### src/rtl/ipfk_pkg.sv
// Shared types and constants for the IP flow key extractor.
package ipfk_pkg;
  localparam logic [2:0] PH_IDLE      = 3'd0;
  localparam logic [2:0] PH_V4        = 3'd1;
  localparam logic [2:0] PH_V6        = 3'd2;
  localparam logic [2:0] PH_EXT_NEXT  = 3'd3;
  localparam logic [2:0] PH_EXT_LEN   = 3'd4;
  localparam logic [2:0] PH_EXT_BODY  = 3'd5;
  localparam logic [2:0] PH_TRANSPORT = 3'd6;
  localparam logic [2:0] PH_DRAIN     = 3'd7;

  localparam logic [7:0] PROTO_TCP    = 8'd6;
  localparam logic [7:0] PROTO_UDP    = 8'd17;
  localparam logic [7:0] EXT_HOP_OPTS = 8'd0;
  localparam logic [7:0] EXT_ROUTE    = 8'd43;
  localparam logic [7:0] EXT_DST_OPTS = 8'd60;
  localparam logic [7:0] EXT_FRAG     = 8'd44;
  localparam logic [7:0] EXT_AUTH_HDR = 8'd51;

  localparam logic [1:0] ST_OK    = 2'd0;
  localparam logic [1:0] ST_TRUNC = 2'd1;
  localparam logic [1:0] ST_BADV  = 2'd2;
  localparam logic [1:0] ST_PROTO = 2'd3;

  localparam logic [2:0] CS_UNKNOWN = 3'd0;
  localparam logic [2:0] CS_SYN_SENT = 3'd1;
  localparam logic [2:0] CS_SYN_RCVD = 3'd2;
  localparam logic [2:0] CS_ESTAB = 3'd3;
  localparam logic [2:0] CS_FIN_WAIT = 3'd4;
  localparam logic [2:0] CS_CLOSED = 3'd5;
  localparam logic [2:0] CS_UDP = 3'd6;

  typedef struct packed {
    logic [7:0] data_byte;
    logic       last_byte;
    logic       arrived_inbound;
  } in_word_t;

  typedef struct packed {
    logic [1:0]  status;
    logic [31:0] low_addr;
    logic [31:0] high_addr;
    logic [15:0] low_port;
    logic [15:0] high_port;
    logic [7:0]  protocol_number;
    logic [2:0]  conn_state;
    logic        direction_inbound;
    logic [15:0] packet_bytes;
  } out_word_t;

  // Raw packet summary passed from parser to key builder.
  typedef struct packed {
    logic        ver_ok;
    logic        in_transport;
    logic [7:0]  nh;
    logic [15:0] hoff;
    logic [31:0] src;
    logic [31:0] dst;
    logic [15:0] sport;
    logic [15:0] dport;
    logic [7:0]  flags;
    logic        inbound;
    logic [15:0] bytes;
  } summary_t;

  function automatic logic is_ext(input logic [7:0] c);
    return c == EXT_HOP_OPTS || c == EXT_ROUTE || c == EXT_DST_OPTS ||
           c == EXT_FRAG || c == EXT_AUTH_HDR;
  endfunction

  function automatic logic [2:0] tcp_state(input logic [7:0] f, input logic inb);
    priority if (f[2]) return CS_CLOSED;
    else if (f[0]) return CS_FIN_WAIT;
    else if (f[1] && f[4]) return CS_SYN_RCVD;
    else if (f[1]) return inb ? CS_SYN_RCVD : CS_SYN_SENT;
    else if (f[4]) return CS_ESTAB;
    else return CS_UNKNOWN;
  endfunction
endpackage

### src/rtl/ipfk_if.sv
// Valid/ready channel interfaces for input bytes and result words.
interface ipfk_in_if;
  import ipfk_pkg::*;
  logic     valid;
  logic     ready;
  in_word_t data;
  modport source (output valid, output data, input ready);
  modport sink (input valid, input data, output ready);
endinterface

interface ipfk_out_if;
  import ipfk_pkg::*;
  logic      valid;
  logic      ready;
  out_word_t data;
  modport source (output valid, output data, input ready);
  modport sink (input valid, input data, output ready);
endinterface

### src/rtl/ipfk_parser.sv
// Front end: per-byte header walk, emits a packet summary on the last byte.
module ipfk_parser
  import ipfk_pkg::*;
#(
  parameter int LENGTH_BITS = 16
) (
  input  logic     clk,
  input  logic     rst,
  input  logic     take,
  input  in_word_t word,
  output logic     sum_valid,
  output summary_t sum
);
  localparam logic [LENGTH_BITS-1:0] CMAX = '1;
  localparam int PW = (LENGTH_BITS > 16) ? LENGTH_BITS : 16;

  logic [2:0] phase;
  logic [LENGTH_BITS-1:0] cnt;
  logic [3:0] ver;
  logic [31:0] src, dst;
  logic [7:0] nh, elb, flags;
  logic [15:0] hoff, sport, dport;
  logic inb;

  logic [2:0] ph0, ph1;
  logic [LENGTH_BITS-1:0] pos, cnt1;
  logic [3:0] ver0;
  logic [31:0] src0, src1, dst0, dst1;
  logic [7:0] nh0, nh1, elb0, elb1, fl0, fl1, b;
  logic [15:0] ho0, ho1, sp0, sp1, dp0, dp1;
  logic inb0;
  logic [PW-1:0] pos_w, cnt_w;
  logic [11:0] elen;

  assign b = word.data_byte;

  always_comb begin
    ph0 = phase; ver0 = ver; src0 = src; dst0 = dst; nh0 = nh; elb0 = elb;
    ho0 = hoff; sp0 = sport; dp0 = dport; fl0 = flags; inb0 = inb; pos = cnt;
    if (phase == PH_IDLE) begin
      pos = '0; ver0 = b[7:4]; src0 = '0; dst0 = '0; nh0 = '0; elb0 = '0;
      ho0 = '0; sp0 = '0; dp0 = '0; fl0 = '0; inb0 = word.arrived_inbound;
      if (b[7:4] == 4'd4) begin
        ph0 = PH_V4; elb0 = {4'd0, b[3:0]};
      end else if (b[7:4] == 4'd6) ph0 = PH_V6;
      else ph0 = PH_DRAIN;
    end
    cnt1 = (pos != CMAX) ? pos + 1'b1 : pos;
    pos_w = PW'(pos);
    cnt_w = PW'(cnt1);
    ph1 = ph0; src1 = src0; dst1 = dst0; nh1 = nh0; elb1 = elb0;
    ho1 = ho0; sp1 = sp0; dp1 = dp0; fl1 = fl0;
    elen = '0;
    unique case (ph0)
      PH_V4: begin
        if (pos_w == PW'(9)) nh1 = b;
        else if (pos_w >= PW'(12) && pos_w <= PW'(15)) src1 = {src0[23:0], b};
        else if (pos_w >= PW'(16) && pos_w <= PW'(19)) dst1 = {dst0[23:0], b};
        if (elb0 >= 8'd5 && cnt_w == PW'({elb0, 2'b00})) begin
          ph1 = PH_TRANSPORT; ho1 = '0;
        end else if (elb0 < 8'd5 && cnt_w == PW'(20)) ph1 = PH_DRAIN;
      end
      PH_V6: begin
        if (pos_w == PW'(6)) nh1 = b;
        else if (pos_w >= PW'(20) && pos_w <= PW'(23)) src1 = {src0[23:0], b};
        else if (pos_w >= PW'(36) && pos_w <= PW'(39)) dst1 = {dst0[23:0], b};
        if (cnt_w == PW'(40)) begin
          ph1 = is_ext(nh0) ? PH_EXT_NEXT : PH_TRANSPORT; ho1 = '0;
        end
      end
      PH_EXT_NEXT: begin
        elb1 = b; ph1 = PH_EXT_LEN;
      end
      PH_EXT_LEN: begin
        if (nh0 == EXT_FRAG) elen = 12'd8;
        else if (nh0 == EXT_AUTH_HDR) elen = ({4'b0, b} + 12'd2) << 2;
        else elen = ({4'b0, b} + 12'd1) << 3;
        ho1 = 16'(elen - 12'd2); nh1 = elb0; ph1 = PH_EXT_BODY;
      end
      PH_EXT_BODY: begin
        ho1 = (ho0 != 16'd0) ? ho0 - 16'd1 : ho0;
        if (ho1 == 16'd0) begin
          ph1 = is_ext(nh0) ? PH_EXT_NEXT : PH_TRANSPORT;
        end
      end
      PH_TRANSPORT: begin
        if (ho0 <= 16'd1) sp1 = {sp0[7:0], b};
        else if (ho0 <= 16'd3) dp1 = {dp0[7:0], b};
        else if (ho0 == 16'd13) fl1 = b;
        if (ho0 != 16'hFFFF) ho1 = ho0 + 16'd1;
      end
      default: ;
    endcase
  end

  always_ff @(posedge clk) begin
    if (rst) begin
      phase <= PH_IDLE; cnt <= '0; sum_valid <= 1'b0;
    end else begin
      sum_valid <= take && word.last_byte;
      if (take) begin
        phase <= word.last_byte ? PH_IDLE : ph1;
        cnt <= cnt1;
      end
    end
  end

  always_ff @(posedge clk) begin
    if (take) begin
      ver <= ver0; src <= src1; dst <= dst1; nh <= nh1; elb <= elb1; hoff <= ho1;
      sport <= sp1; dport <= dp1; flags <= fl1; inb <= inb0;
      sum.ver_ok <= (ver0 == 4'd4) || (ver0 == 4'd6);
      sum.in_transport <= ph1 == PH_TRANSPORT;
      sum.nh <= nh1; sum.hoff <= ho1; sum.src <= src1; sum.dst <= dst1;
      sum.sport <= sp1; sum.dport <= dp1; sum.flags <= fl1; sum.inbound <= inb0;
      sum.bytes <= (cnt_w > PW'(16'hFFFF)) ? 16'hFFFF : cnt_w[15:0];
    end
  end
endmodule

### src/rtl/ipfk_fifo.sv
// Short queue between parser and key builder.
module ipfk_fifo
  import ipfk_pkg::*;
(
  input  logic     clk,
  input  logic     rst,
  input  logic     push,
  input  summary_t din,
  output logic     full,
  output logic     empty,
  input  logic     pop,
  output summary_t dout
);
  summary_t mem [4];
  logic [1:0] wp, rp;
  logic [2:0] n;
  assign full = n[2];
  assign empty = n == 3'd0;
  assign dout = mem[rp];
  always_ff @(posedge clk) begin
    if (push) mem[wp] <= din;
  end
  always_ff @(posedge clk) begin
    if (rst) begin
      wp <= '0; rp <= '0; n <= '0;
    end else begin
      if (push) wp <= wp + 2'd1;
      if (pop) rp <= rp + 2'd1;
      n <= n + {2'b0, push} - {2'b0, pop};
    end
  end
  a_noovf: assert property (@(posedge clk) disable iff (rst) full |-> !push)
    else $error("queue overflow");
  a_nounf: assert property (@(posedge clk) disable iff (rst) empty |-> !pop)
    else $error("queue underflow");
  a_cnt: assert property (@(posedge clk) disable iff (rst) n <= 3'd4)
    else $error("bad count");
endmodule

### src/rtl/ipfk_keygen.sv
// Back end: classifies a packet summary into status, flow key and state.
module ipfk_keygen
  import ipfk_pkg::*;
(
  input  logic     clk,
  input  logic     rst,
  input  logic     sum_valid,
  input  summary_t sum,
  output logic     sum_pop,
  ipfk_out_if.source res
);
  out_word_t w;
  logic tcp, udp;
  always_comb begin
    tcp = sum.nh == PROTO_TCP;
    udp = sum.nh == PROTO_UDP;
    w = '0;
    w.direction_inbound = sum.inbound;
    w.packet_bytes = sum.bytes;
    priority if (!sum.ver_ok) w.status = ST_BADV;
    else if (!sum.in_transport) w.status = ST_TRUNC;
    else if (!tcp && !udp) begin
      w.status = ST_PROTO; w.protocol_number = sum.nh;
    end else if (sum.hoff < (tcp ? 16'd20 : 16'd8)) w.status = ST_TRUNC;
    else begin
      w.status = ST_OK; w.protocol_number = sum.nh;
      w.conn_state = udp ? CS_UDP : tcp_state(sum.flags, sum.inbound);
      if (sum.src > sum.dst) begin
        w.low_addr = sum.dst; w.low_port = sum.dport;
        w.high_addr = sum.src; w.high_port = sum.sport;
      end else begin
        w.low_addr = sum.src; w.low_port = sum.sport;
        w.high_addr = sum.dst; w.high_port = sum.dport;
      end
    end
  end
  assign sum_pop = sum_valid && (!res.valid || res.ready);
  always_ff @(posedge clk) begin
    if (rst) res.valid <= 1'b0;
    else if (!res.valid || res.ready) res.valid <= sum_valid;
  end
  always_ff @(posedge clk) begin
    if (sum_pop) res.data <= w;
  end
endmodule

### src/rtl/ip_flow_key_extractor.sv
// Top level of the IP flow key extractor.
// Usage:
//   in  : one packet byte per word (data_byte, last_byte, arrived_inbound),
//         starting at the IP header; arrived_inbound is sampled on byte one.
//   out : one result word per packet, after the last byte: status, canonical
//         addresses and ports, protocol, connection state, direction, length.
// Throughput: one byte per cycle while in.ready is high, back to back across packets.
// Result path: parser register, queue write, output register.
// The parser updates its header state from each byte; summaries go through
// a four-entry queue to the key builder. in.ready drops when the queue is
// full, or holds three with a fourth on its way, so a stalled receiver backs
// up into the input once five finished packets wait (four queued, one in the
// output register). Reset (rst, synchronous) empties the queue and
// returns the parser to expecting the first byte of a packet.
module ip_flow_key_extractor
  import ipfk_pkg::*;
#(
  parameter int LENGTH_BITS = 16
) (
  input logic clk,
  input logic rst,
  ipfk_in_if.sink in,
  ipfk_out_if.source out
);
  logic take, sv, full, empty, pop, room;
  summary_t s, q;
  logic [2:0] inflight;

  // keep room for a summary still in the parser register
  assign room = !full && !(sv && inflight == 3'd3);
  assign in.ready = room;
  assign take = in.valid && in.ready;

  always_ff @(posedge clk) begin
    if (rst) inflight <= '0;
    else inflight <= inflight + {2'b0, sv} - {2'b0, pop};
  end

  ipfk_parser #(.LENGTH_BITS(LENGTH_BITS)) u_parser (
    .clk, .rst, .take, .word(in.data), .sum_valid(sv), .sum(s)
  );
  ipfk_fifo u_fifo (
    .clk, .rst, .push(sv), .din(s), .full, .empty, .pop, .dout(q)
  );
  ipfk_keygen u_keygen (
    .clk, .rst, .sum_valid(!empty), .sum(q), .sum_pop(pop), .res(out)
  );
endmodule

### src/flat_wrapper.sv
// flat-port wrapper written by rule: the top's interface ports become plain ports
module ip_flow_key_extractor_flat import ipfk_pkg::*;
#(
  parameter int LENGTH_BITS = 16
)
  (clk, rst, in_valid, in_data, in_ready, out_valid, out_data, out_ready);
  ipfk_in_if in_i ();
  ipfk_out_if out_i ();
  input logic clk;
  input logic rst;
  input wire logic [$bits(in_i.valid)-1:0] in_valid;
  input wire logic [$bits(in_i.data)-1:0] in_data;
  output wire logic [$bits(in_i.ready)-1:0] in_ready;
  output wire logic [$bits(out_i.valid)-1:0] out_valid;
  output wire logic [$bits(out_i.data)-1:0] out_data;
  input wire logic [$bits(out_i.ready)-1:0] out_ready;
  assign in_i.valid = in_valid;
  assign in_i.data = in_data;
  assign in_ready = in_i.ready;
  assign out_valid = out_i.valid;
  assign out_data = out_i.data;
  assign out_i.ready = out_ready;
  ip_flow_key_extractor #(.LENGTH_BITS(LENGTH_BITS)) u_core (.clk(clk), .rst(rst), .in(in_i), .out(out_i));
endmodule
### config.mk
export PLATFORM = sky130hd
export DESIGN_NAME = ip_flow_key_extractor_flat
export DESIGN_NICKNAME = d
export VERILOG_FILES = /design/src/rtl/ipfk_pkg.sv /design/src/rtl/ipfk_if.sv /design/src/rtl/ipfk_parser.sv /design/src/rtl/ipfk_fifo.sv /design/src/rtl/ipfk_keygen.sv /design/src/rtl/ip_flow_key_extractor.sv /design/src/flat_wrapper.sv
export SDC_FILE = /design/constraint.sdc
export NUM_CORES = 1
export LEC_CHECK = 0
export BUFFER_PORTS_ARGS = -buffer_cell sky130_fd_sc_hd__clkbuf_2
export CORE_MARGIN = 1.5
export CORE_UTILIZATION = 40
export CTS_BUF_LIST = sky130_fd_sc_hd__clkbuf_16
export DETAILED_ROUTE_END_ITERATION = 10
export GPL_TIMING_DRIVEN = 0
export PLACE_DENSITY = 0.62
export SETUP_SLACK_MARGIN = 0.4
export SLEW_MARGIN = 20
export SYNTH_ARGS = -nofsm -noshare
export SYNTH_HDL_FRONTEND = slang
export SYNTH_HIERARCHICAL = 1
export SYNTH_SLANG_ARGS = --single-unit
### constraint.sdc
create_clock -name clk -period 20.2 [get_ports clk]
set_clock_uncertainty 0.1 [all_clocks]
set_input_delay 2.02 -clock clk [delete_from_list [all_inputs] [get_ports clk]]
set_output_delay 2.02 -clock clk [all_outputs]
set_load 0.03 [all_outputs]
==> flow_summary.yaml <==
sta:
  setup_viol: 0
  timing_hold_violations_final: 0
  period_needed_ns: 7.84
  hold-worst-slack_ns: 0.399
  worst_pin_slew_ns: 1.20
  finalCritPeriodShare_pct: 38.8
  relSlewSlack_pct: 20.3
  drv_slew: 0
  rsz0062_at_grt: "false"
  fmax_mhz: 128
  tns_ns: 0
global_routing:
  grt_pass1_wl_um: 149000
  grt_max_degree: 44
  grt.total_usage_pct: 20.1
  antenna_found_initial: 1
  grt_overflow: 0
  grt_pass1_vias: 23600
floorplanning:
  die-height_um: 313
  die_area_um2: 98100
  io_pins: 142
  coreArea_um2: 95200
  die_w_um: 313
  rows: 113
  start_util_pct: 40.5
setup_path:
  worst_setup_path_start_kind: "flop"
  slowest_stage: "nor4_1"
  r2r-start: "u_core/u_parser/phase[0]"
  slowest_delay_ns: 0.80
  critical_path_arrival_ns: 8.11
  setup.worst_path.end_class: "flop"
  critical_path.top_delay_family: "simple AND/OR/NAND/NOR gates"
  path_buf_inv: 6
  required_ns: 20.46
  cp_max_fo: 10
  crit_chain: "or3_1 > clkbuf_1 > clkbuf_1 > clkbuf_1 > clkbuf_1 > clkbuf_1 > clkbuf_1 > nand2_1 > ha_1 > or3b_1 > nor4_1 > and4b_1 > nor4b_1 > o2111ai_1 > nor4_1 > a21o_1 > nand4b_1 > a211oi_1"
  crit_path_start: "u_core/u_parser/phase[0]"
  crit_top_cell: "clkbuf_1"
  worstSetupPathType: "flop to flop"
final_layout:
  nNetsFinal: 2897
  multi_input_area_um2: 11200
  areaGrowthSynthToFinish_pct: 14.9
  seqCellArea_um2: 26000
  n_antenna_cell: 0
  final_cell_mix: "edfxtp_1 (844), nand2_1 (303), a21oi_1 (180)"
  num-fill-cells: 8218
  drive_gt1_share_pct: 19.7
  layout_commonest_cell: "edfxtp_1"
clock_tree:
  cts_setup_buffers: 0
  numClockSinks: 877
  htreeDepth: 3
  cts_tree: "done"
  cts.repair.resized: 0
  clkTransAtPathRegs_ns: 0.07
  clockRootBuffer: "clkbuf_16"
  numCtsBuffers: 90
  clk_latency_ns: 0.65
  clock_path_buffers: 3
  ctsHoldBuffers: 0
synthesis:
  syn_nets: 2635
  syn_avg_cell_area_um2: 15.0
  synth_area_um2: 38500
  synthCells: 2569
  yosys_warnings: 6
power_and_ir_drop:
  irDropWorstVdd_mv: 0.0672
  powerDensity_nw_per_um2: 134
  power_leakage_uw: 0.0152
  power_uw: 5910
worst_hold_path:
  min_path_type: "flop to flop"
  min_from: "u_core/u_parser/sum[0]"
route:
  initialDrtViolationCount: 2353
  vias: 23600
  dr.pass1.iters: 6
  routed_wl_um: 99400
  drt-wirelength-per-cell_um: 23.9
  vias_per_cell: 5.66
  ant_nets: 0
  drc: 0
job:
  cap_violations: 0
place:
  numPortBuffers: 138
  dpl.hpwl_um: 70400
  globalplace.congestion: 0.893
outcome:
  status: "finished, final reports clean"
-- final cells by class --
class | instances | share of cell area (%)
inverter | 66 | 0.560
sequential | 877 | 58.8
timing repair buffer | 170 | 3.00
buffer | 173 | 2.56
clock buffer | 91 | 5.15
multi-input combinational | 1453 | 25.2
tap | 1265 | 3.58
clock inverter | 71 | 1.19
-- where the power goes --
| group | switching (uW) | total, uW | internal (uW) | leakage [uW] |
|---|---|---|---|---|
| Combinational | 1160 | 1810 | 647 | 0.00563 |
| Clock | 694 | 1580 | 887 | 0.00139 |
| Sequential | 163 | 2520 | 2350 | 0.00820 |
| Total | 2020 | 5910 | 3890 | 0.0152 |
-- routing by layer --
metal | vias up | part of all wire [%] | GRT usage (%)
met4 | 0 | 2.9 | 6.94
li1 | 10500 | - | -
met3 | 174 | 6.2 | 2.84
met5 | - | 0 | 0
met1 | 11900 | 42 | 26.8
met2 | 971 | 49 | 33.8
-- worst register-to-register path, stage by stage, from the launching register on --
cell	delay (ns)
dfxtp_1	0.37
or3_1	0.39
clkbuf_1	0.17
clkbuf_1	0.32
clkbuf_1	0.41
clkbuf_1	0.50
clkbuf_1	0.48
clkbuf_1	0.46
nand2_1	0.28
ha_1	0.18
or3b_1	0.45
nor4_1	0.80
and4b_1	0.29
nor4b_1	0.47
o2111ai_1	0.20
nor4_1	0.80
a21o_1	0.22
nand4b_1	0.12
a211oi_1	0.53
-- final timing paths --
path,end,slack [ns],depth (start not counted)
worst max-delay path,u_core/u_parser/sum[145],12.36,18
worst max register to register,u_core/u_parser/sum[145],12.36,18
worst min-delay path,u_core/u_fifo/mem[2][0],0.40,0
worst min register to register,u_core/u_fifo/mem[2][0],0.40,0
-- flip-flops by register name, indices dropped and copies added (netlist names), named ones only --
signal                     cells
u_core/u_fifo/mem            564
u_core/u_keygen/res.data     126
u_core/u_parser/dst           32
u_core/u_parser/src           32
u_core/u_parser/sum           18
u_core/u_parser/cnt           16
u_core/u_parser/dport         16
u_core/u_parser/hoff          16
u_core/u_parser/sport         16
u_core/u_parser/elb            8
u_core/u_parser/nh             8
u_core/u_parser/flags          4
u_core/inflight                3
u_core/u_fifo/n                3
u_core/u_parser/phase          3
u_core/u_parser/ver            3
u_core/u_fifo/rp               2
u_core/u_fifo/wp               2
u_core/u_keygen/res.valid      1
u_core/u_parser/inb            1
u_core/u_parser/sum_valid      1
-- through the flow --
step                utilization (%)  area (um^2)  cells  setup WS (ns)
detailed placement             43.6        41400   4004          12.61
CTS                            46.5        44200   4166          12.53
floorplan                         -        38500   2569           6.21
global placement               42.9        40800   3972           1.82
finish                         46.5        44200   4166          12.36
global route                   46.5        44200   4166          12.07
Power figures use the tool's default switching activity.
